File: src/hw/rtl/urc_pkg.sv
// shared types, constants and codes for the ultrasonic ranging controller
package urc_pkg;

  // field widths
  localparam int TIME_W  = 16;
  localparam int REG_W   = 16;
  localparam int WIDTH_W = 17;
  localparam int DIST_W  = 32;
  localparam int IDX_W   = 2;

  // timer stamp width, limited to the capture field
  localparam int STAMP_BITS = 16;
  localparam int STAMP_W    = (STAMP_BITS < TIME_W) ? STAMP_BITS : TIME_W;

  // fixed-point scaling of the distance product
  localparam int DIST_SHIFT = 10;
  localparam int PROD_W     = WIDTH_W + REG_W;

  // register reset values
  localparam logic [REG_W-1:0] CYCLE_PERIOD_RST  = 16'd60;
  localparam logic [REG_W-1:0] ECHO_TIMEOUT_RST  = 16'd40;
  localparam logic [REG_W-1:0] DISTANCE_SCALE_RST = 16'd4496;

  // elapsed millisecond counter saturation
  localparam logic [REG_W-1:0] MS_MAX = '1;

  // register indexes
  localparam logic [IDX_W-1:0] REG_CYCLE_PERIOD   = 2'd0;
  localparam logic [IDX_W-1:0] REG_ECHO_TIMEOUT   = 2'd1;
  localparam logic [IDX_W-1:0] REG_DISTANCE_SCALE = 2'd2;

  // input function codes
  localparam logic FUNC_TICK    = 1'b0;
  localparam logic FUNC_CAPTURE = 1'b1;

  // echo level codes
  localparam logic LEVEL_FALL = 1'b0;
  localparam logic LEVEL_RISE = 1'b1;

  // sequencer phase
  typedef enum logic [1:0] {
    PH_IDLE = 2'b01,
    PH_ECHO = 2'b10
  } phase_t;

  // sequencer status for one step
  typedef struct packed {
    logic trigger;
    logic waiting;
  } seq_stat_t;

endpackage

File: src/hw/rtl/urc_if.sv
// valid/ready channel interfaces for input items and result items
interface urc_in_if;
  logic                         valid;
  logic                         ready;
  logic                         func;
  logic [urc_pkg::TIME_W-1:0]   capture_time;
  logic                         echo_level;

  modport source (output valid, func, capture_time, echo_level, input ready);
  modport sink (input valid, func, capture_time, echo_level, output ready);
endinterface

interface urc_out_if;
  logic                         valid;
  logic                         ready;
  logic                         trigger_request;
  logic                         waiting_echo;
  logic                         new_measure;
  logic [urc_pkg::WIDTH_W-1:0]  echo_width_us;
  logic [urc_pkg::DIST_W-1:0]   distance_q8;

  modport source (output valid, trigger_request, waiting_echo, new_measure, echo_width_us,
                  distance_q8, input ready);
  modport sink (input valid, trigger_request, waiting_echo, new_measure, echo_width_us,
                distance_q8, output ready);
endinterface

File: src/hw/rtl/urc_seq.sv
// two-phase millisecond sequencer: idle period, trigger request, echo wait
module urc_seq (
  input  logic                       clk,
  input  logic                       rst_n,
  input  logic                       tick,
  input  logic [urc_pkg::REG_W-1:0]  cycle_period_ms,
  input  logic [urc_pkg::REG_W-1:0]  echo_timeout_ms,
  output urc_pkg::seq_stat_t         stat
);
  import urc_pkg::*;

  phase_t            phase_r, phase_nxt;
  logic [REG_W-1:0]  elapsed_r, elapsed_nxt;
  logic [REG_W-1:0]  elapsed_inc;
  logic [REG_W-1:0]  limit;
  logic              trig;

  // saturating count, then compare with the limit of the current phase
  always_comb begin
    elapsed_inc = (elapsed_r == MS_MAX) ? elapsed_r : elapsed_r + 1'b1;
    limit       = (phase_r == PH_IDLE) ? cycle_period_ms : echo_timeout_ms;
    phase_nxt   = phase_r;
    elapsed_nxt = elapsed_r;
    trig        = 1'b0;
    if (tick) begin
      elapsed_nxt = elapsed_inc;
      if (elapsed_inc >= limit) begin
        elapsed_nxt = '0;
        case (phase_r)
          PH_IDLE: begin
            phase_nxt = PH_ECHO;
            trig      = 1'b1;
          end
          PH_ECHO: begin
            phase_nxt = PH_IDLE;
          end
          default: begin
            phase_nxt = PH_IDLE;
          end
        endcase
      end
    end
  end

  // state registers
  always_ff @(posedge clk) begin
    if (!rst_n) begin
      phase_r   <= PH_IDLE;
      elapsed_r <= '0;
    end else begin
      phase_r   <= phase_nxt;
      elapsed_r <= elapsed_nxt;
    end
  end

  assign stat.trigger = trig;
  assign stat.waiting = (phase_nxt == PH_ECHO);

endmodule

File: src/hw/rtl/urc_meas.sv
// echo pulse width from edge stamps and scaled distance
module urc_meas (
  input  logic                         clk,
  input  logic                         rst_n,
  input  logic                         cap_rise,
  input  logic                         cap_fall,
  input  logic [urc_pkg::TIME_W-1:0]   capture_time,
  input  logic [urc_pkg::REG_W-1:0]    distance_scale,
  output logic [urc_pkg::WIDTH_W-1:0]  width_now,
  output logic [urc_pkg::DIST_W-1:0]   distance_now
);
  import urc_pkg::*;

  logic [STAMP_W-1:0]  rise_r;
  logic [WIDTH_W-1:0]  width_r, width_nxt;
  logic [STAMP_W-1:0]  stamp;
  logic [STAMP_W:0]    span;
  logic [PROD_W-1:0]   product;

  // width with wrap: a fall not after the rise gains one full timer period
  always_comb begin
    stamp     = capture_time[STAMP_W-1:0];
    span      = {(stamp <= rise_r), stamp} - {1'b0, rise_r};
    width_nxt = cap_fall ? WIDTH_W'(span) : width_r;
    product   = PROD_W'(width_nxt) * PROD_W'(distance_scale);
  end

  // stamp and width registers
  always_ff @(posedge clk) begin
    if (!rst_n) begin
      rise_r  <= '0;
      width_r <= '0;
    end else begin
      if (cap_rise) begin
        rise_r <= stamp;
      end
      width_r <= width_nxt;
    end
  end

  assign width_now    = width_nxt;
  assign distance_now = DIST_W'(product[PROD_W-1:DIST_SHIFT]);

endmodule

File: src/hw/rtl/ultrasonic_ranging_controller.sv
// top level of the ultrasonic ranging controller
//
//   port     dir   kind          contents
//   in_ch    in    valid/ready   func, capture_time, echo_level
//   out_ch   out   valid/ready   trigger_request, waiting_echo, new_measure,
//                                echo_width_us, distance_q8
//   cfg_*    in    write only    cycle_period_ms, echo_timeout_ms, distance_scale
//
// one beat in, one beat out; the result shows in the cycle after acceptance
// and a new beat is taken every cycle while the output register drains
// in_ch.ready is low only while a result sits in the output register unclaimed
// synchronous active-low reset restores the default registers and idle phase
// the sequencer update and the 17x16 distance multiply share the accept cycle
module ultrasonic_ranging_controller (
  input  logic                        clk,
  input  logic                        rst_n,
  urc_in_if.sink                      in_ch,
  urc_out_if.source                   out_ch,
  input  logic                        cfg_we,
  input  logic [urc_pkg::IDX_W-1:0]   cfg_index,
  input  logic [urc_pkg::REG_W-1:0]   cfg_wdata
);
  import urc_pkg::*;

  logic [REG_W-1:0]    cycle_period_r;
  logic [REG_W-1:0]    echo_timeout_r;
  logic [REG_W-1:0]    distance_scale_r;
  logic                accept;
  logic                tick;
  logic                cap_rise;
  logic                cap_fall;
  seq_stat_t           stat;
  logic [WIDTH_W-1:0]  width_now;
  logic [DIST_W-1:0]   distance_now;

  logic                out_valid_r;
  logic                trigger_r;
  logic                waiting_r;
  logic                fresh_r;
  logic [WIDTH_W-1:0]  width_r;
  logic [DIST_W-1:0]   distance_r;

  // configuration registers
  always_ff @(posedge clk) begin
    if (!rst_n) begin
      cycle_period_r   <= CYCLE_PERIOD_RST;
      echo_timeout_r   <= ECHO_TIMEOUT_RST;
      distance_scale_r <= DISTANCE_SCALE_RST;
    end else if (cfg_we) begin
      case (cfg_index)
        REG_CYCLE_PERIOD:   cycle_period_r   <= cfg_wdata;
        REG_ECHO_TIMEOUT:   echo_timeout_r   <= cfg_wdata;
        REG_DISTANCE_SCALE: distance_scale_r <= cfg_wdata;
        default: begin
        end
      endcase
    end
  end

  // beat decode
  assign in_ch.ready = !out_valid_r || out_ch.ready;
  assign accept      = in_ch.valid && in_ch.ready;
  assign tick        = accept && (in_ch.func == FUNC_TICK);
  assign cap_rise    = accept && (in_ch.func == FUNC_CAPTURE) && (in_ch.echo_level == LEVEL_RISE);
  assign cap_fall    = accept && (in_ch.func == FUNC_CAPTURE) && (in_ch.echo_level == LEVEL_FALL);

  urc_seq u_seq (
    .clk             (clk),
    .rst_n           (rst_n),
    .tick            (tick),
    .cycle_period_ms (cycle_period_r),
    .echo_timeout_ms (echo_timeout_r),
    .stat            (stat)
  );

  urc_meas u_meas (
    .clk            (clk),
    .rst_n          (rst_n),
    .cap_rise       (cap_rise),
    .cap_fall       (cap_fall),
    .capture_time   (in_ch.capture_time),
    .distance_scale (distance_scale_r),
    .width_now      (width_now),
    .distance_now   (distance_now)
  );

  // output valid
  always_ff @(posedge clk) begin
    if (!rst_n) begin
      out_valid_r <= 1'b0;
    end else if (in_ch.ready) begin
      out_valid_r <= accept;
    end
  end

  // output payload
  always_ff @(posedge clk) begin
    if (accept) begin
      trigger_r  <= stat.trigger;
      waiting_r  <= stat.waiting;
      fresh_r    <= cap_fall;
      width_r    <= width_now;
      distance_r <= distance_now;
    end
  end

  assign out_ch.valid           = out_valid_r;
  assign out_ch.trigger_request = trigger_r;
  assign out_ch.waiting_echo    = waiting_r;
  assign out_ch.new_measure     = fresh_r;
  assign out_ch.echo_width_us   = width_r;
  assign out_ch.distance_q8     = distance_r;

endmodule
File: src/flat_wrapper.sv
// flat-port wrapper written by rule: the top's interface ports become plain ports
module ultrasonic_ranging_controller_flat import urc_pkg::*;
  (clk, rst_n, cfg_we, cfg_index, cfg_wdata, in_ch_valid, in_ch_func, in_ch_capture_time, in_ch_echo_level, in_ch_ready, out_ch_valid, out_ch_trigger_request, out_ch_waiting_echo, out_ch_new_measure, out_ch_echo_width_us, out_ch_distance_q8, out_ch_ready);
  urc_in_if in_ch_i ();
  urc_out_if out_ch_i ();
  input  logic clk;
  input  logic rst_n;
  input  logic cfg_we;
  input  logic [urc_pkg::IDX_W-1:0] cfg_index;
  input  logic [urc_pkg::REG_W-1:0] cfg_wdata;
  input wire logic [$bits(in_ch_i.valid)-1:0] in_ch_valid;
  input wire logic [$bits(in_ch_i.func)-1:0] in_ch_func;
  input wire logic [$bits(in_ch_i.capture_time)-1:0] in_ch_capture_time;
  input wire logic [$bits(in_ch_i.echo_level)-1:0] in_ch_echo_level;
  output wire logic [$bits(in_ch_i.ready)-1:0] in_ch_ready;
  output wire logic [$bits(out_ch_i.valid)-1:0] out_ch_valid;
  output wire logic [$bits(out_ch_i.trigger_request)-1:0] out_ch_trigger_request;
  output wire logic [$bits(out_ch_i.waiting_echo)-1:0] out_ch_waiting_echo;
  output wire logic [$bits(out_ch_i.new_measure)-1:0] out_ch_new_measure;
  output wire logic [$bits(out_ch_i.echo_width_us)-1:0] out_ch_echo_width_us;
  output wire logic [$bits(out_ch_i.distance_q8)-1:0] out_ch_distance_q8;
  input wire logic [$bits(out_ch_i.ready)-1:0] out_ch_ready;
  assign in_ch_i.valid = in_ch_valid;
  assign in_ch_i.func = in_ch_func;
  assign in_ch_i.capture_time = in_ch_capture_time;
  assign in_ch_i.echo_level = in_ch_echo_level;
  assign in_ch_ready = in_ch_i.ready;
  assign out_ch_valid = out_ch_i.valid;
  assign out_ch_trigger_request = out_ch_i.trigger_request;
  assign out_ch_waiting_echo = out_ch_i.waiting_echo;
  assign out_ch_new_measure = out_ch_i.new_measure;
  assign out_ch_echo_width_us = out_ch_i.echo_width_us;
  assign out_ch_distance_q8 = out_ch_i.distance_q8;
  assign out_ch_i.ready = out_ch_ready;
  ultrasonic_ranging_controller u_core (.clk(clk), .rst_n(rst_n), .in_ch(in_ch_i), .out_ch(out_ch_i), .cfg_we(cfg_we), .cfg_index(cfg_index), .cfg_wdata(cfg_wdata));
endmodule
File: config.mk
export PLATFORM = sky130hd
export DESIGN_NAME = ultrasonic_ranging_controller_flat
export DESIGN_NICKNAME = d
export VERILOG_FILES = /design/src/hw/rtl/urc_pkg.sv /design/src/hw/rtl/urc_if.sv /design/src/hw/rtl/urc_seq.sv /design/src/hw/rtl/urc_meas.sv /design/src/hw/rtl/ultrasonic_ranging_controller.sv /design/src/flat_wrapper.sv
export SDC_FILE = /design/constraint.sdc
export NUM_CORES = 1
export LEC_CHECK = 0
export BUFFER_PORTS_ARGS = -buffer_cell sky130_fd_sc_hd__buf_2
export CORE_MARGIN = 8
export CORE_UTILIZATION = 45
export DETAILED_ROUTE_END_ITERATION = 8
export GPL_TIMING_DRIVEN = 0
export PLACE_DENSITY = 0.71
export SYNTH_ARGS = -nofsm -noshare
export SYNTH_HDL_FRONTEND = slang
export SYNTH_SLANG_ARGS = --single-unit
File: constraint.sdc
create_clock -name clk -period 14.1 [get_ports clk]
set_input_delay 2.82 -clock clk [delete_from_list [all_inputs] [get_ports clk]]
set_output_delay 2.82 -clock clk [all_outputs]
set_load 0.02 [all_outputs]
======== After elaboration in Yosys (flattened, before gate mapping) ========
Cells that the tools add are included.
cells by class
  magnitude comparators ................... 2
  bitwise gates (word level) .............. 2
  mux-type cells .......................... 8
  eq/ne operators ......................... 5
  add/sub/neg operators ................... 2
  multiply operators ...................... 1
  reductions and logical operators ........ 12
operators by type and width
  operator                                                                count
  16-bit 2-to-1 mux                                                       3
  17-bit by 16-bit multiplier with 33-bit output                          1
  17-bit 2-to-1 mux                                                       1
  17-bit by 16-bit subtractor with 17-bit output                          1
  16-bit by 1-bit adder with 16-bit output (second input constant)        1
  16-bit equality test (second input constant)                            1
  16-bit greater-or-equal comparator                                      1
  16-bit less-or-equal comparator                                         1
  2-bit AND reduction                                                     4
  2-bit 2-to-1 mux                                                        3
  1-bit logical AND                                                       5
  2-bit by 1-bit equality test with 1-bit output (second input constant)  2
  2-bit equality test (second input constant)                             2
  2-bit logical NOT                                                       1
  1-bit inverter                                                          2
  1-bit logical NOT                                                       1
  1-bit logical OR                                                        1
  1-bit 2-to-1 mux                                                        1
word-level totals
  word-level logic and storage cells ...... 45
  output and inout port bits .............. 54
  input bits .............................. 41
  flip-flop bits (word level) ............. 143

======== Depth between registers and ports, before layout ========
Gate-level depths: netlist (run 1).
  depth after elaboration ................. 7
  gate-level depth with buffers ........... 36
  gate-level depth less buffers ........... 35

======== Hierarchy ========
Synthesis (run 1) repeated with hierarchy kept, for this count alone.
unflattened totals
  cell total of the unflattened synthesis .. 1,703
  area, all modules ....................... 16,097.9 µm²
by module, submodules not included
  module                         cells each  times used  sequential area each (µm²)  area an instance (µm²)
  urc_meas                       1,272       1           660.6                       10,995.5
  ultrasonic_ranging_controller  241         1           2,542.4                     3,494.6
  urc_seq                        190         1           360.3                       1,607.8

======== Worst setup path before layout (run 1) ========
Ideal clock, no wire load.
  path type ............................... input to register
  start ................................... input port in_ch_valid
  end ..................................... register u_core.distance_r[16], in the netlist u_core.out_ch.distance_q8[16], data pin
  arrival ................................. 11.459 ns
  data required time ...................... 13.835 ns
  slack ................................... 2.376 ns
  stages .................................. 32
  library setup time ...................... 0.265 ns
  path buffers ............................ 2
  cells stage by stage .................... inv_1 > nor2_1 > nand2_1 > inv_1 > buf_2 > nand4_1 > o31ai_1 > a21oi_1 > nand2_1 > clkbuf_1 > nand2_1 > fa_1 > fa_1 > inv_1 > fa_1 > inv_1 > fa_1 > inv_1 > fa_1 > inv_1 > fa_1 > inv_1 > ha_1 > nand4_1 > nor2_1 > a31oi_1 > o21ai_1 > a211oi_1 > nor2_1 > a21oi_1 > o21ai_0 > xor2_1
between the ends
  word-level cells in the longest chain between the ends .. 5
ends and longest elaborated chain
  item                                            RTL line                              source
  start, declared                                 flat_wrapper.sv:11                    input wire logic [$bits(in_ch_i.valid)-1:0] in_ch_valid;
  1-bit logical AND                               ultrasonic_ranging_controller.sv:62   assign accept = in_ch.valid && in_ch.ready;
  via u_core.accept                               ultrasonic_ranging_controller.sv:28   logic accept;
  1-bit logical AND (2 in series)                 ultrasonic_ranging_controller.sv:65   assign cap_fall = accept && (in_ch.func == FUNC_CAPTURE) && (in_ch.echo_level == LEVEL_FALL);
  via u_core.cap_fall                             ultrasonic_ranging_controller.sv:31   logic cap_fall;
  17-bit 2-to-1 mux                               urc_meas.sv:24                        width_nxt = cap_fall ? WIDTH_W'(span) : width_r;
  via u_core.u_meas.width_now, one bit            urc_meas.sv:9                         output logic [urc_pkg::WIDTH_W-1:0] width_now,
  17-bit by 16-bit multiplier with 33-bit output  urc_meas.sv:25                        product = PROD_W'(width_nxt) * PROD_W'(distance_scale);
  via u_core.distance_now[16]                     ultrasonic_ranging_controller.sv:34   logic [DIST_W-1:0] distance_now;
  end signal, assigned                            ultrasonic_ranging_controller.sv:103  distance_r <= distance_now;
  end, declared                                   ultrasonic_ranging_controller.sv:41   logic [DIST_W-1:0] distance_r;
The timed path passes the listed nets, and every way through them passes these cells.
A chain may end at the register's enable or synchronous reset.

======== Worst setup path in the final report (run 1) ========
  start ................................... input port in_ch_capture_time[0]
  end ..................................... register u_core.distance_r[17], in the netlist u_core.out_ch.distance_q8[17], data pin
between the ends
  elaborated cells on any way between the ends .. 4
  those cells by class .................... add/sub: 1; mul: 1; order compare: 1; mux: 1
RTL lines
  item                                            RTL line                             source
  start, declared                                 flat_wrapper.sv:13                   input wire logic [$bits(in_ch_i.capture_time)-1:0] in_ch_capture_time;
  17-bit by 16-bit subtractor with 17-bit output  urc_meas.sv:23                       span = {(stamp <= rise_r), stamp} - {1'b0, rise_r};
  17-bit 2-to-1 mux                               urc_meas.sv:24
  via u_core.u_meas.width_now, one bit            urc_meas.sv:9
  17-bit by 16-bit multiplier with 33-bit output  urc_meas.sv:25
  via u_core.distance_now[17]                     ultrasonic_ranging_controller.sv:34
The timed path passes the listed nets, and every way through them passes these cells.

==> run metrics, run 1 <==
status=finished, final reports clean; Data required, critical path=14290 ps; final wirelength=39.3 mm; fin. max-slew vios=0; Max transition margin=23.1%; PnR worst setup slack=1940 ps; First DRT Iteration DRCs=746; CTS tree=built; synthesized cell area=0.0153 mm^2; Pleak=8.19 nW; CP Class=in -> reg; total track usage=19.8%; Detail Placement HPWL=31.4 mm; final hold violations=0; Ports=95; Placement Cell Area=0.0163 mm^2; Syn Inst Count=1715; Worst setup SP type=primary input; clk_skew=13.1 ps; Synth Register Bits=143; area delta synth->final=10.9%; pwr/cell area=78.3 mW/mm^2; Cell variety after synth=62; share of post-route cells with drive strength above 1=8.04%; critical path arrival=12360 ps; pre-CTS setup slack=1550 ps; setup repair bufs after CTS=0; global-route wire length before repair=64.7 mm; maximum vdd drop=0.0758 mV; Clock transition at path regs=70 ps; top cell type's share of synthesized area=27.2%; Post-synth EDFFs=43; DR vias=12100; Routed Antenna Nets=0; Slowest-stage cell, CP=a2111oi_0; vias per cell=5.30; Final Net Count=2211; CP Max Fanout=10; Die Span Y=200 um; vias in the first global route=12600; TritonCTS Buffers=17; die area=0.0402 mm^2; Final Cell Area=0.0170 mm^2; Clock Latency Late Sink=450 ps; I/O Buffers=84; num rows=67; Worst Path Buf+Inv=11; pin count of the biggest net entering global routing=35; count leader, synth=nand2_1; MaxCap Viol Count=0; WL/cell=17.2 um; Post-CTS Hold Buffers=0; Initial Util=45.6%; setup violators final=0; CP most frequent cell=inv_1; CTS Sinks=143; dominant synthesized flop cell=dfxtp_1; worst min path class=reg -> reg; FFs w/ async S/R, synth=0%; Final GP Congestion=0.884; Commonest cells post-synth=301 x nand2_1, 282 x inv_1, 208 x fa_1, 137 x and2_1, 135 x ha_1; TritonRoute pass-1 iters=6; Synth Warn #=0; initial antenna violation count=7; syn_area_per_cell=8.93 um^2; Clock Tree Buf Depth=2; crit path time final=12160 ps; Final TNS setup=0 ps; fmax=82.2 MHz; fin crit share=86.3%; sequential fraction of the synthesis area=21.5%; cts repair resizes=0; pin slew with the least headroom to its limit=1140 ps; global route total overflow=0; delay-heaviest family, CP=adder cells; total power=1.33 mW; top cells by area, synth=fa_1 27%, dfxtp_1 13%, ha_1 11%, edfxtp_1 8.4%, nand2_1 7.4%; Core Region=0.0335 mm^2; largest area contributor in the netlist=fa_1; Crit. End Element=flip-flop; Chip Width=200 um; H-tree depth=4; clock tree root buffer cell=clkbuf_16; crit-path max cell delay=950 ps; RSZ-0062 raised after global routing=no; residual DRC count=0
[through the flow]
stage          instances  utilization, %  hold slack, ps
2_1_floorplan       1723               -             432
3_3_place_gp        2255            48.7             442
3_5_place_dp        2256            48.7             446
4_1_cts             2288            50.6             454
5_1_grt             2291            50.6             474
6_report            2291            50.6             452
[layout make-up]
type                       instances  area (um^2)
buffer                            81          357
clock buffer                      18          450
multi-input combinational       1217        10600
tap                              448          561
antenna                            3         7.51
sequential                       143         3290
fill                            3094        16600
inverter                         282         1060
timing repair buffer              85          440
clock inverter                    14          165
[power by group]
group          internal, mW  switching [mW]
Combinational         0.136           0.239
Sequential            0.457          0.0107
Clock                 0.277           0.209
Total                 0.870           0.459
[registers in the layout (all words and copies together), names as in the netlist, 2 cells and up]
register / count
u_core.cycle_period_r: 16
u_core.distance_scale_r: 16
u_core.echo_timeout_r: 16
u_core.out_ch.distance_q8: 23
u_core.out_ch.echo_width_us: 17
u_core.u_meas.rise_r: 16
u_core.u_meas.width_r: 17
u_core.u_seq.elapsed_r: 16
u_core.u_seq.phase_r: 2
[kinds of logic (layout without fill, tap and decap cells)]
kind of cell | Yosys count | in the layout | share of synthesized area (%)
AOI/OAI and AO/OA | 204 | 204 | 8.16
xor gates and xnor gates | 43 | 43 | 2.46
adders and majority gates | 343 | 343 | 38.2
buffers and inverters | 363 | 480 | 9.24
DFF | 143 | 143 | 21.5
muxes | 35 | 35 | 2.31
other | 1 | 12 | 0.0245
and+or+nand+nor | 583 | 583 | 18.1
[per-layer routing]
| metal | wire length (um) | GRT usage (%) | part of all wire, % |
|---|---|---|---|
| met1 | 16300 | 24.6 | 42 |
| met3 | 2290 | 3.73 | 5.8 |
| met5 | 46 | 0 | 0.12 |
| met2 | 19200 | 33.5 | 49 |
| met4 | 1410 | 8.23 | 3.6 |
[worst min-delay path, cell delays in order (launching register included)]
cell and delay, ps:
dfxtp_1 310, nand2_1 50, a21oi_1 50
[final timing paths]
path	slack [ps]	end	startpoint	cells past startpoint
worst min register to register	450	u_core.u_seq.elapsed_r[10]	u_core.u_seq.elapsed_r[10]	2
worst min-delay path	450	u_core.u_seq.elapsed_r[10]	u_core.u_seq.elapsed_r[10]	2
worst max register to register	4150	u_core.out_ch.distance_q8[17]	u_core.u_meas.rise_r[0]	35
worst max-delay path	1940	u_core.out_ch.distance_q8[17]	in_ch_capture_time[0]	37
[cells in the final DEF (no fill, tap or decap), drive strengths merged, types with 8 or more instances in the layout]
| master | Yosys | final |
|---|---|---|
| a21o | 20 | 20 |
| a21oi | 93 | 93 |
| a32o | 9 | 9 |
| and2 | 137 | 137 |
| and3 | 9 | 9 |
| buf | 24 | 109 |
| clkbuf | 57 | 75 |
| conb | 1 | 9 |
| dfxtp | 100 | 100 |
| edfxtp | 43 | 43 |
| fa | 208 | 208 |
| ha | 135 | 135 |
| inv | 282 | 289 |
| mux2i | 33 | 33 |
| nand2 | 301 | 301 |
| nand3 | 24 | 24 |
| nand4 | 16 | 16 |
| nor2 | 54 | 54 |
| nor3 | 8 | 8 |
| o21ai | 35 | 35 |
| xnor2 | 30 | 30 |
| xor2 | 13 | 13 |
(Power assumes the default switching activity.)
==> run 2: changes to the inputs <==
--- a/config.mk
+++ b/config.mk
@@ -7,10 +7,10 @@
 export LEC_CHECK = 0
 export BUFFER_PORTS_ARGS = -buffer_cell sky130_fd_sc_hd__buf_2
 export CORE_MARGIN = 8
-export CORE_UTILIZATION = 45
+export CORE_UTILIZATION = 63
 export DETAILED_ROUTE_END_ITERATION = 8
 export GPL_TIMING_DRIVEN = 0
-export PLACE_DENSITY = 0.71
+export PLACE_DENSITY = 0.91
 export SYNTH_ARGS = -nofsm -noshare
 export SYNTH_HDL_FRONTEND = slang
 export SYNTH_SLANG_ARGS = --single-unit
==> run 2 against run 1 <==
First-iteration DRC count grew 77%. Final cell count fell by 5.5%. Setup slack worse by 130 ps. Hold slack better by 7.6 ps. Fmax down 1.0%. Highest routed layer unchanged. Global-route usage rose by 8.8 points.
==> run metrics, run 2 (synthesis gave the netlist of run 1 again) <==
Die Span Y=172 um; status=finished, final reports clean; clock tree root buffer cell=clkbuf_16; total power=1.33 mW; fin crit share=87.2%; reg2reg setup slack=4010 ps; num rows=57; WL/cell=18.9 um; MaxCap Viol Count=0; Pleak=8.18 nW; vias in the first global route=13500; crit-path max cell delay=870 ps; Post-CTS Hold Buffers=0; critical path arrival=12500 ps; Initial Util=63.5%; Core Region=0.0241 mm^2; worst hold margin=460 ps; Chip Width=172 um; Worst setup SP type=primary input; CTS tree=built; I/O Buffers=84; Crit. End Element=flip-flop; Detail Placement HPWL=30.9 mm; Clock transition at path regs=80 ps; global-route wire length before repair=66.2 mm; Slowest-stage cell, CP=a2111oi_0; hold path cells=2; Final Net Count=2211; TritonRoute pass-1 iters=6; initial antenna violation count=2; CTS Sinks=143; commonest non-fill, non-tap cells in the layout=301 x nand2_1, 282 x inv_1, 208 x fa_1, 137 x and2_1, 135 x ha_1; TritonCTS Buffers=17; residual DRC count=0; First DRT Iteration DRCs=1322; final hold violations=0; DR vias=12800; pin slew with the least headroom to its limit=1160 ps; Reg2Reg Launch Point=u_core.u_meas.rise_r[0]; die area=0.0295 mm^2; Ports=95; CP Max Fanout=10; global route total overflow=0; Data required, critical path=14300 ps; fin. max-slew vios=0; setup repair bufs after CTS=0; Final GP Congestion=0.907; delay-heaviest family, CP=adder cells; worst min path class=reg -> reg; total track usage=28.6%; Routed Antenna Nets=0; CP Class=in -> reg; CP most frequent cell=inv_1; pwr/cell area=79.4 mW/mm^2; H-tree depth=4; final wirelength=40.9 mm; share of post-route cells with drive strength above 1=8.04%; Clock Latency Late Sink=450 ps; fmax=81.4 MHz; vias per cell=5.91; Worst Min Path Start=u_core.cycle_period_r[9]; Worst Path Buf+Inv=11; FF-to-FF End=u_core.out_ch.distance_q8[17]; maximum vdd drop=0.0752 mV; Clock Tree Buf Depth=2; commonest non-fill, non-tap cell in the layout=nand2_1; RSZ-0062 raised after global routing=no; area delta synth->final=9.70%; hold endpoint=u_core.cycle_period_r[9]; FF-to-FF path depth=35; pin count of the biggest net entering global routing=36; cts repair resizes=0; number of flip-flops in the largest register=23; crit path time final=12290 ps; clk_skew=17.6 ps; Max transition margin=22.3%; setup violators final=0
run 2: per-layer routing:
layer  up-vias  global-route usage [%]  part of all wire [%]
li1       5649                       -                     -
met3       214                    6.07                   9.7
met5         -                       0                 0.032
met1      6172                    33.1                    35
met4         2                    18.0                   6.0
met2       751                    48.0                    49
run 2: area by class of cell:
cell class	instances	area [um^2]
Multi-Input combinational cell	1217	10600
Fill cell	1665	7310
Sequential cell	143	3290
Inverter	282	1060
Clock buffer	19	464
Timing Repair Buffer	85	440
Tap cell	324	405
Buffer	81	357
Clock inverter	13	135
Antenna cell	1	2.50
run 2: power breakdown:
| part | internal (mW) | switching [mW] |
|---|---|---|
| clock network | 0.251 | 0.227 |
| logic | 0.140 | 0.249 |
| registers | 0.456 | 0.0101 |
run 2: worst register-to-register path: cells and delay by family (launching register included):
family,cells,cell delay [ps]
compound gates,11,3330
xor+xnor,2,340
fa+ha+maj,9,4030
buf+inv,9,1040
flops,1,340
simple gates,4,780
run 2: worst max path at each step:
stage                          startpoint                       endpoint  slack [ps]  depth (start not counted)
global placement              in_ch_valid  u_core.out_ch.distance_q8[17]        -650                         33
CTS                 in_ch_capture_time[0]  u_core.out_ch.distance_q8[17]        1980                         37
floorplan                     in_ch_valid  u_core.out_ch.distance_q8[16]        2380                         32
global route        in_ch_capture_time[0]  u_core.out_ch.distance_q8[17]        1360                         37
detailed placement  in_ch_capture_time[0]  u_core.out_ch.distance_q8[17]        1590                         37
finish              in_ch_capture_time[0]  u_core.out_ch.distance_q8[17]        1810                         37
run 2: through the flow:
stage               instance area (um^2)  setup WS [ps]  TNS [ps]  utilization, %  std cells
floorplan                          15300           2380         0               -       1723
global placement                   16200           -645     -5610            67.1       2131
detailed placement                 16200           1590         0            67.2       2132
CTS                                16800           1980         0            69.7       2164
global route                       16800           1360         0            69.7       2165
finish                             16800           1810         0            69.7       2165
